**src/rtl/core/sfa_pkg.sv**
```systemverilog
// Shared types and constants of the segment fit allocator.
package sfa_pkg;

  localparam int MaxSegs  = 64;
  localparam int AddrBits = 16;
  localparam int IdxW     = $clog2(MaxSegs);
  localparam int SizeW    = AddrBits + 1;
  localparam int CntW     = $clog2(MaxSegs + 1);
  localparam int CfgIdxW  = 1;
  localparam int CfgDataW = SizeW;

  localparam logic [CfgIdxW-1:0] CfgFitIdx  = 1'b0;
  localparam logic [CfgIdxW-1:0] CfgPoolIdx = 1'b1;

  typedef enum logic [1:0] {
    OP_ALLOC = 2'd0,
    OP_FREE  = 2'd1,
    OP_CHECK = 2'd2,
    OP_INIT  = 2'd3
  } op_e;

  typedef enum logic [1:0] {
    FIT_FIRST = 2'd0,
    FIT_BEST  = 2'd1,
    FIT_WORST = 2'd2,
    FIT_NEXT  = 2'd3
  } fit_e;

  typedef enum logic [2:0] {
    CMD_NONE,
    CMD_MARK,
    CMD_SPLIT,
    CMD_MERGE,
    CMD_INIT
  } cmd_e;

  typedef enum logic [2:0] {
    ST_IDLE,
    ST_SCAN,
    ST_DECIDE,
    ST_MERGEP,
    ST_STATS,
    ST_OUT
  } state_e;

  typedef struct packed {
    logic [AddrBits-1:0] start;
    logic [SizeW-1:0]    size;
    logic                used;
  } seg_t;

  // Table update broadcast to every cell for one cycle.
  typedef struct packed {
    cmd_e             kind;
    logic [IdxW-1:0]  idx;
    logic [SizeW-1:0] req;
    logic [SizeW-1:0] pool;
    logic             used_val;
  } cmd_t;

  // Request fields held steady during a sweep.
  typedef struct packed {
    fit_e                strat;
    logic [SizeW-1:0]    req;
    logic [AddrBits-1:0] addr;
    logic [IdxW-1:0]     rpos;
    logic [CntW-1:0]     count;
  } qry_t;

  // Record handed from cell to cell along the chain.
  typedef struct packed {
    logic                first_hit;
    logic [IdxW-1:0]     first_idx;
    logic [AddrBits-1:0] first_start;
    logic [SizeW-1:0]    first_size;
    logic                rov_hit;
    logic [IdxW-1:0]     rov_idx;
    logic [AddrBits-1:0] rov_start;
    logic [SizeW-1:0]    rov_size;
    logic                bw_hit;
    logic [IdxW-1:0]     bw_idx;
    logic [AddrBits-1:0] bw_start;
    logic [SizeW-1:0]    bw_size;
    logic [SizeW-1:0]    bw_rem;
    logic                m_hit;
    logic [IdxW-1:0]     m_idx;
    logic                m_prev_free;
    logic                m_next_free;
    logic                m_just;
    logic                prev_free;
    logic                isa;
    logic [SizeW-1:0]    abytes;
    logic [CntW-1:0]     holes;
    logic [SizeW-1:0]    big;
  } tok_t;

endpackage

```
**src/rtl/core/sfa_cell.sv**
```systemverilog
// One table entry of the segment chain with its sweep stage.
module sfa_cell #(
  parameter int CellIdx = 0
) (
  input  logic          clk_i,
  input  logic          rst_ni,
  input  sfa_pkg::qry_t qry_i,
  input  sfa_pkg::cmd_t cmd_i,
  input  sfa_pkg::seg_t left_i,
  input  sfa_pkg::seg_t right_i,
  input  sfa_pkg::tok_t tok_i,
  output sfa_pkg::tok_t tok_o,
  output sfa_pkg::seg_t seg_o
);

  localparam logic [sfa_pkg::SizeW-1:0] PoolCap =
    sfa_pkg::SizeW'(1) << sfa_pkg::AddrBits;

  sfa_pkg::seg_t seg_q, seg_d;
  sfa_pkg::tok_t tok_q, tok_d;

  always_comb begin
    int k;
    k = int'(cmd_i.idx);
    seg_d = seg_q;
    case (cmd_i.kind)
      sfa_pkg::CMD_INIT: begin
        if (CellIdx == 0) begin
          seg_d.start = '0;
          seg_d.size  = cmd_i.pool;
          seg_d.used  = 1'b0;
        end
      end
      sfa_pkg::CMD_MARK: begin
        if (CellIdx == k) seg_d.used = cmd_i.used_val;
      end
      sfa_pkg::CMD_SPLIT: begin
        if (CellIdx == k) begin
          seg_d.size = cmd_i.req;
          seg_d.used = 1'b1;
        end else if (CellIdx == k + 1) begin
          seg_d.start = left_i.start + cmd_i.req[sfa_pkg::AddrBits-1:0];
          seg_d.size  = left_i.size - cmd_i.req;
          seg_d.used  = 1'b0;
        end else if (CellIdx > k + 1) begin
          seg_d = left_i;
        end
      end
      sfa_pkg::CMD_MERGE: begin
        // absorb the right neighbor, shift the tail down by one
        if (CellIdx == k - 1) begin
          seg_d.size = seg_q.size + right_i.size;
          seg_d.used = 1'b0;
        end else if (CellIdx >= k) begin
          seg_d = right_i;
        end
      end
      default: seg_d = seg_q;
    endcase
  end

  always_ff @(posedge clk_i or negedge rst_ni) begin
    if (!rst_ni) begin
      seg_q.start <= '0;
      seg_q.size  <= (CellIdx == 0) ? PoolCap : '0;
      seg_q.used  <= 1'b0;
    end else begin
      seg_q <= seg_d;
    end
  end

  always_comb begin
    logic                   valid;
    logic                   fit;
    logic                   is_free;
    logic [sfa_pkg::SizeW-1:0] rem;
    logic [sfa_pkg::SizeW:0]   seg_end;
    valid   = CellIdx < int'(qry_i.count);
    is_free = valid && !seg_q.used;
    fit     = is_free && (seg_q.size >= qry_i.req);
    rem     = seg_q.size - qry_i.req;
    seg_end = {2'b00, seg_q.start} + {1'b0, seg_q.size};
    tok_d   = tok_i;

    if (fit && !tok_i.first_hit) begin
      tok_d.first_hit   = 1'b1;
      tok_d.first_idx   = sfa_pkg::IdxW'(CellIdx);
      tok_d.first_start = seg_q.start;
      tok_d.first_size  = seg_q.size;
    end
    if (fit && !tok_i.rov_hit && CellIdx >= int'(qry_i.rpos)) begin
      tok_d.rov_hit   = 1'b1;
      tok_d.rov_idx   = sfa_pkg::IdxW'(CellIdx);
      tok_d.rov_start = seg_q.start;
      tok_d.rov_size  = seg_q.size;
    end
    if (fit && (!tok_i.bw_hit ||
                (qry_i.strat == sfa_pkg::FIT_BEST && rem < tok_i.bw_rem) ||
                (qry_i.strat == sfa_pkg::FIT_WORST && rem > tok_i.bw_rem))) begin
      tok_d.bw_hit   = 1'b1;
      tok_d.bw_idx   = sfa_pkg::IdxW'(CellIdx);
      tok_d.bw_start = seg_q.start;
      tok_d.bw_size  = seg_q.size;
      tok_d.bw_rem   = rem;
    end

    // record whether the entry after the matching one is free
    if (tok_i.m_just) begin
      tok_d.m_next_free = is_free;
      tok_d.m_just      = 1'b0;
    end
    if (valid && !tok_i.m_hit && seg_q.start == qry_i.addr) begin
      tok_d.m_hit       = 1'b1;
      tok_d.m_idx       = sfa_pkg::IdxW'(CellIdx);
      tok_d.m_prev_free = tok_i.prev_free;
      tok_d.m_just      = 1'b1;
    end

    if (valid && seg_q.used && {2'b00, qry_i.addr} < seg_end &&
        qry_i.addr >= seg_q.start) begin
      tok_d.isa = 1'b1;
    end

    if (valid && seg_q.used) tok_d.abytes = tok_i.abytes + seg_q.size;
    if (is_free) begin
      // count the first entry of each free run
      if (!tok_i.prev_free) tok_d.holes = tok_i.holes + sfa_pkg::CntW'(1);
      if (seg_q.size > tok_i.big) tok_d.big = seg_q.size;
    end
    tok_d.prev_free = is_free;
  end

  always_ff @(posedge clk_i) begin
    tok_q <= tok_d;
  end

  assign tok_o = tok_q;
  assign seg_o = seg_q;

endmodule

```
**config.mk**
```make
export PLATFORM = sky130hd
export DESIGN_NAME = sfa_cell
export DESIGN_NICKNAME = d
export VERILOG_FILES = /design/src/rtl/core/sfa_pkg.sv /design/src/rtl/core/sfa_cell.sv
export SDC_FILE = /design/constraint.sdc
export NUM_CORES = 1
export LEC_CHECK = 0
export BUFFER_PORTS_ARGS = -buffer_cell sky130_fd_sc_hd__buf_4
export CORE_AREA = 2 2 226 228
export DETAILED_ROUTE_END_ITERATION = 10
export DIE_AREA = 0 0 228 230
export SKIP_LAST_GASP = 1
export SLEW_MARGIN = 20
export SYNTH_ARGS = -nofsm -noshare
export SYNTH_HDL_FRONTEND = slang
export SYNTH_SLANG_ARGS = --single-unit
```
**constraint.sdc**
```tcl
create_clock -name clk_i -period 7 [get_ports clk_i]
set_input_delay 0.35 -clock clk_i [delete_from_list [all_inputs] [get_ports clk_i]]
set_output_delay 0.35 -clock clk_i [all_outputs]
set_load 0.01 [all_outputs]
```
==> impl_metrics.yaml, run 1 <==
setup_path:
  cp_data_required_time_ns: 7.41
  timing.setup.critical_path_class: "register to register"
  worst_path_dominant_cell_family: "compound AO/OA/AOI/OAI gates"
  r2r_slack_ns: 2.11
  cp_arrival_ns: 5.30
  worst_path_max_delay_cell: "sky130_fd_sc_hd__fa_1"
  cp-end-kind: "register"
  crit_path_max_fanout: 29
  critical-path-max-stage-delay_ns: 0.41
  worst_reg_to_reg_path_cell_count: 20
  cp_num_buf_inv: 2
  critical_path.reg2reg.startpoint: "seg_o[1]"
  worstReg2RegEnd: "tok_o[98]"
  crit_chain: "inv_1 > ha_1 > fa_1 > nand2b_1 > a21boi_0 > o21a_1 > o211a_1 > a21o_1 > a21oi_1 > xnor2_1 > ha_1 > a21o_1 > a21o_1 > a21oi_1 > a21oi_1 > a221o_1 > mux2i_1 > o21ai_4 > buf_4 > mux2_2"
  startpoint_type: "register"
sta:
  setup_slack_ns: 2.11
  post-route-period-util: 0.699
  clock_skew_ns: 0.0313
  hold_ws_ns: 0.0298
  setup_tns_ns: 0
  finalSetupViolCount: 0
  final_period_minus_worst_setup_slack_ns: 4.89
  worst_slew_pin_slew_ns: 1.02
  achievable-frequency_mhz: 205
  grt_setup_unrepaired: "false"
  final_hold_viol_count: 0
  slew_headroom: 0.320
  report.final.slew_viol_count: 0
power_and_ir_drop:
  power.density_cell_area_nw_per_um2: 261
  vdd.ir_drop.worst_uv: 205
  netSwitchingPower_w: 0.00199
  power.leakage_nw: 9.93
  internal_power_w: 0.00340
  switching_share: 0.369
  sequential_power_share: 0.303
  clock_power_share: 0.240
  combinationalPowerShare: 0.456
clock_network:
  clock_tree.buffer_depth: 3
  htree_levels: 1
  cts.hold.buffers_added: 18
  clock_sinks: 224
  cts.root.buffer_cell: "sky130_fd_sc_hd__clkbuf_16"
  post_cts.repair.setup_buffers: 0
  cts_resized: 0
  cts-buffers-inserted: 25
  clk_pin_slew_worst_paths_ns: 0.06
  tritoncts: "done"
  clock_latency_ns: 0.54
floorplanning:
  floorplan.initialDensity: 0.293
  io_pins: 576
  core-area_um2: 49900
  dieWidth_um: 228
  die-height_um: 230
  die_area_um2: 52400
  rows: 82
yosys:
  synth-async-reset-ratio: 0.152
  total_standard_cell_area_after_synthesis_um2: 14600
  syn_area_per_cell_um2: 9.32
  synth_fp_nets: 2090
  synthCells: 1565
  synth_enable_flop_cells: 0
  yosysUniqueCellTypes: 82
  dominantRegCellSynth: "sky130_fd_sc_hd__dfxtp_1"
  ys.warnings.count: 0
  synth_seq_area_share: 0.319
  synth_seq_cells: 224
global_routing:
  overflow: 0
  grt_usage: 0.235
  global_route_wire_length_before_repair_mm: 92.9
  grt_max_degree: 46
  antenna_found_initial: 3
  vias_in_the_first_global_route: 14500
final_layout:
  nNetsFinal: 2687
  layout_commonest_cell: "sky130_fd_sc_hd__buf_4"
  layout-drive-gt1-share: 0.368
  num-fill-cells: 4978
  flow.area_growth_from_synthesis_pct: 41.5
  layout.cells.most_common_list: "sky130_fd_sc_hd__buf_4 (602), sky130_fd_sc_hd__dfxtp_1 (190), sky130_fd_sc_hd__ha_1 (167)"
  postLayoutCellArea_um2: 20600
placed_design:
  detailedPlacementHpwl_mm: 52.3
  gp_congestion: 0.953
  placed_cell_area_um2: 19700
  preCtsSetupSlack_ns: 2.09
  io_buffer_count: 575
hold_path:
  holdCritPathClass: "input port to register"
  hold_path_depth: 2
  hold_path.startpoint: "tok_i[51]"
  min_to: "tok_o[51]"
status:
  outcome: "finished, final reports clean"
routing:
  totalWireLength_mm: 64.2
  dr.pass1.iters: 5
  drt_first_iter_violations: 731
  vias: 14300
  ant_nets: 0
  detail_route.vias_per_cell: 5.00
  drc: 0
  avgRoutedWirePerCell_um: 22.5
run:
  drv.max_cap_violation_count: 0
==> flip-flops by register name, summed over array words and instances, names as in the netlist <==
name   cells
tok_o    190
seg_o     34
==> Yosys cell counts, types with 11 or more instances <==
cell                       instances  share of area
sky130_fd_sc_hd__nand3_1          22         0.0075
sky130_fd_sc_hd__nand2_1          98          0.025
sky130_fd_sc_hd__a211oi_1         16         0.0082
sky130_fd_sc_hd__clkbuf_1         29         0.0075
sky130_fd_sc_hd__and3_1           11         0.0047
sky130_fd_sc_hd__nor2b_1          29          0.012
sky130_fd_sc_hd__o21ai_0          88          0.030
sky130_fd_sc_hd__dfxtp_1         190           0.26
sky130_fd_sc_hd__xnor2_1          41          0.025
sky130_fd_sc_hd__a31oi_1          17         0.0073
sky130_fd_sc_hd__nand2b_1         19         0.0081
sky130_fd_sc_hd__mux2i_1          12         0.0082
sky130_fd_sc_hd__a21o_1           40          0.021
sky130_fd_sc_hd__inv_1           108          0.028
sky130_fd_sc_hd__ha_1            167           0.14
sky130_fd_sc_hd__o31ai_1          15         0.0077
sky130_fd_sc_hd__and2_1           19         0.0081
sky130_fd_sc_hd__nor2_1           85          0.022
sky130_fd_sc_hd__nand4_1          19         0.0081
sky130_fd_sc_hd__nor3_1           29          0.010
sky130_fd_sc_hd__o211ai_1         16         0.0082
sky130_fd_sc_hd__a21oi_1         108          0.037
sky130_fd_sc_hd__xor2_1           36          0.022
sky130_fd_sc_hd__dfrtp_1          33          0.057
sky130_fd_sc_hd__mux2_2           98          0.076
sky130_fd_sc_hd__mux2_4           37          0.038
sky130_fd_sc_hd__o21a_1           24          0.012
sky130_fd_sc_hd__or3_1            12         0.0051
==> worst max-delay path by stage <==
| stage | from | endpoint | slack, ns | cells after the start |
|---|---|---|---|---|
| after global routing | seg_o[1] | tok_o[98] | 1.84 | 20 |
| after floorplan | seg_o[1] | tok_o[70] | 2.54 | 21 |
| final | seg_o[1] | tok_o[98] | 2.11 | 20 |
| after CTS | seg_o[1] | tok_o[98] | 2.13 | 20 |
| after detailed placement | qry_i[29] | tok_o[98] | 2.09 | 20 |
| after global placement | qry_i[29] | tok_o[90] | 2.15 | 20 |
==> routing by layer <==
layer	global-route usage	wire length, um	up-vias
met5	0	0	-
met4	0.0833	2130	0
met3	0.0324	3540	85
met2	0.427	32600	525
met1	0.281	26000	6814
li1	-	-	6852
==> power by group through the flow <==
stage	combinational (W)	clock [W]	sequential, W
4_1_cts	0.00246	0.00133	0.00164
5_1_grt	0.00268	0.00138	0.00165
3_5_place_dp	0.00244	0	0.00167
6_report	0.00246	0.00130	0.00163
2_1_floorplan	0.00128	0	0.00175
3_3_place_gp	0.00240	0	0.00166
==> layout make-up <==
class	count	area, um2	share of cell area
sequential	224	4660	0.226
clock inverter	13	100	0.00485
antenna	3	7.51	0.000364
inverter	109	409	0.0198
multi-input combinational	1182	9240	0.447
clock buffer	32	692	0.0335
timing repair buffer	620	4700	0.228
tap	672	841	0.0407
==> through the flow <==
stage	instances	utilization	total power, W
after floorplan	1565	-	0.00303
after global placement	2789	0.394	0.00406
after detailed placement	2789	0.394	0.00411
after CTS	2852	0.414	0.00543
after global routing	2855	0.414	0.00571
final	2855	0.414	0.00539
==> kinds of logic after synthesis <==
| family | after synthesis | synth area share |
|---|---|---|
| adders and majority gates | 173 | 0.151 |
| muxes | 147 | 0.122 |
| buffers and inverters | 159 | 0.0483 |
| DFF | 224 | 0.319 |
| AOI/OAI and AO/OA | 407 | 0.182 |
| and+or+nand+nor | 378 | 0.131 |
| xor gates and xnor gates | 77 | 0.0462 |
No activity file was read; power rests on OpenSTA's default activity.
==> run 2: changes to the inputs <==
Clock period 7 ns to 4.5 ns, I/O delays scaled along.
==> run 2 against run 1 <==
- die area unchanged
- critical path type unchanged
- largest cell class unchanged
- non-clock buffer count up 210
- sequential cell count unchanged
- register-to-register slack worse by 2.1 ns
- clock skew down 0.016 ns
- the run now ends with setup timing left
- maximum frequency up 8.5%
- critical path depth up 1
- via count up 8.1%
- clock power up 53%
- highest routed layer unchanged
==> impl_metrics.yaml, run 2 (synthesized netlist as in run 1, its figures left out) <==
status:
  outcome: "complete, but fails checks"
  violations_in_the_final_reports: "setup timing"
final_layout:
  layout_commonest_cell: "sky130_fd_sc_hd__buf_4"
  num-fill-cells: 4771
  final-seq-area_um2: 4660
  antenna-diode-count: 0
  layout.cells.most_common_list: "sky130_fd_sc_hd__buf_4 (629), sky130_fd_sc_hd__dlygate4sd3_1 (191), sky130_fd_sc_hd__dfxtp_1 (190)"
  multi_input_comb_area_um2: 9360
  layout-drive-gt1-share: 0.357
  nNetsFinal: 2896
  final_cells: 3059
  largest_register_ffs: 190
  flow.area_growth_from_synthesis_pct: 56.8
floorplanning:
  core-area_um2: 49900
  dieWidth_um: 228
  rows: 82
  die-height_um: 230
  die_area_um2: 52400
  io_pins: 576
  floorplan.initialDensity: 0.293
global_routing:
  antenna_found_initial: 1
  vias_in_the_first_global_route: 16000
  global_route_wire_length_before_repair_mm: 101
  grt_usage: 0.253
  grt_max_degree: 46
  overflow: 0
clock_network:
  cts-buffers-inserted: 24
  clock_latency_ns: 0.53
  cts.root.buffer_cell: "sky130_fd_sc_hd__clkbuf_16"
  clock_tree.buffer_depth: 3
  htree_levels: 1
  clock_sinks: 224
  tritoncts: "done"
  clk_pin_slew_worst_paths_ns: 0.06
sta:
  report.final.slew_viol_count: 0
  setup_slack_ns: -0.00599
  post-route-period-util: 1.00
  setup_tns_ns: -0.00599
  final_hold_viol_count: 0
  grt_setup_unrepaired: "true"
  finalSetupViolCount: 1
  worst_slew_pin_slew_ns: 1.01
  slew_headroom: 0.325
  final_period_minus_worst_setup_slack_ns: 4.51
  clock_skew_ns: 0.0152
  achievable-frequency_mhz: 222
setup_path:
  cp_data_required_time_ns: 4.92
  crit_path_max_fanout: 13
  timing.setup.critical_path_class: "register to register"
  startpoint_type: "register"
  cp-end-kind: "register"
  cp_arrival_ns: 4.93
routing:
  ant_nets: 0
  vias: 15400
  drt_first_iter_violations: 721
  avgRoutedWirePerCell_um: 22.7
  drc: 0
  totalWireLength_mm: 69.3
  dr.pass1.iters: 6
  detail_route.vias_per_cell: 5.04
power_and_ir_drop:
  power.density_cell_area_nw_per_um2: 384
  internal_power_w: 0.00554
  clock_power_share: 0.226
  netSwitchingPower_w: 0.00324
  power.leakage_nw: 11.0
  combinationalPowerShare: 0.487
  sequential_power_share: 0.286
  switching_share: 0.369
  vdd.ir_drop.worst_uv: 295
placed_design:
  detailedPlacementHpwl_mm: 53.5
  io_buffer_count: 575
  gp_congestion: 0.953
  place.detailed.instances: 2814
hold_path:
  holdCritPathClass: "input port to register"
run:
  drv.max_cap_violation_count: 0
-- run 2: layout make-up --
cell class / count / area share
inverter: 109 / 0.0179
clock buffer: 33 / 0.0318
multi-input combinational: 1182 / 0.410
timing repair buffer: 830 / 0.298
clock inverter: 9 / 0.00224
tap: 672 / 0.0368
sequential: 224 / 0.204
-- run 2: worst max-delay path: stages, from the launching register on --
cell	delay, ns
sky130_fd_sc_hd__dfrtp_1	0.39
sky130_fd_sc_hd__inv_2	0.09
sky130_fd_sc_hd__ha_4	0.14
sky130_fd_sc_hd__fa_2	0.20
sky130_fd_sc_hd__nand2b_4	0.12
sky130_fd_sc_hd__a21boi_2	0.06
sky130_fd_sc_hd__o21a_1	0.20
sky130_fd_sc_hd__o211a_1	0.27
sky130_fd_sc_hd__buf_6	0.12
sky130_fd_sc_hd__a221o_1	0.34
sky130_fd_sc_hd__a21o_1	0.21
sky130_fd_sc_hd__a21oi_2	0.17
sky130_fd_sc_hd__xnor2_2	0.13
sky130_fd_sc_hd__ha_1	0.27
sky130_fd_sc_hd__a21o_1	0.16
sky130_fd_sc_hd__a21o_1	0.15
sky130_fd_sc_hd__a221o_1	0.34
sky130_fd_sc_hd__mux2i_2	0.17
sky130_fd_sc_hd__o21ai_4	0.18
sky130_fd_sc_hd__buf_6	0.16
sky130_fd_sc_hd__buf_12	0.15
sky130_fd_sc_hd__mux2_2	0.36
-- run 2: path summary, 6_finish.rpt --
path / startpoint / to / slack [ns] / cells past startpoint
max: seg_o[1] / tok_o[79] / -0.006 / 21
min: tok_i[38] / tok_o[38] / 0.03 / 4
max reg2reg: seg_o[1] / tok_o[79] / -0.006 / 21
min reg2reg: seg_o[19] / seg_o[19] / 0.58 / 2
max in group asynchronous: rst_ni / seg_o[17] / 3.93 / 2
min in group asynchronous: rst_ni / seg_o[32] / 0.21 / 2
-- run 2: repair_timing --
action	in CTS	in global routing
pin swaps	15	20
cloned	3	0
hold buffers	191	0
hold endpoints to repair	221	0
gates resized for setup	32	10
setup endpoints to repair	48	55
buffers inserted	7	3
-- run 2: per-layer routing --
| layer | vias up | routed length (um) | GRT usage |
|---|---|---|---|
| met1 | 7412 | 27900 | 0.297 |
| met5 | - | 0 | 0 |
| met4 | 0 | 3300 | 0.116 |
| li1 | 7269 | - | - |
| met2 | 615 | 34300 | 0.457 |
| met3 | 130 | 3880 | 0.0340 |
-- run 2: power by group through the flow --
stage	Clock, W	Sequential, W	Combinational (W)
CTS	0.00203	0.00251	0.00422
global placement	0	0.00255	0.00383
global route	0.00209	0.00254	0.00461
floorplan	0	0.00272	0.00199
detailed placement	0	0.00255	0.00391
finish	0.00199	0.00251	0.00428
-- run 2: through the flow --
stage          cell area (um2)   util  hold slack [ns]  power (W)  setup slack [ns]
2_1_floorplan            14600      -          -0.0706    0.00471            0.0391
3_3_place_gp             19900  0.399            0.216    0.00639            0.0209
3_5_place_dp             19900  0.399            0.213    0.00646            -0.126
4_1_cts                  22800  0.458           0.0137    0.00876           -0.0462
5_1_grt                  22900  0.459           0.0550    0.00925            -0.126
6_report                 22900  0.459           0.0314    0.00878          -0.00599
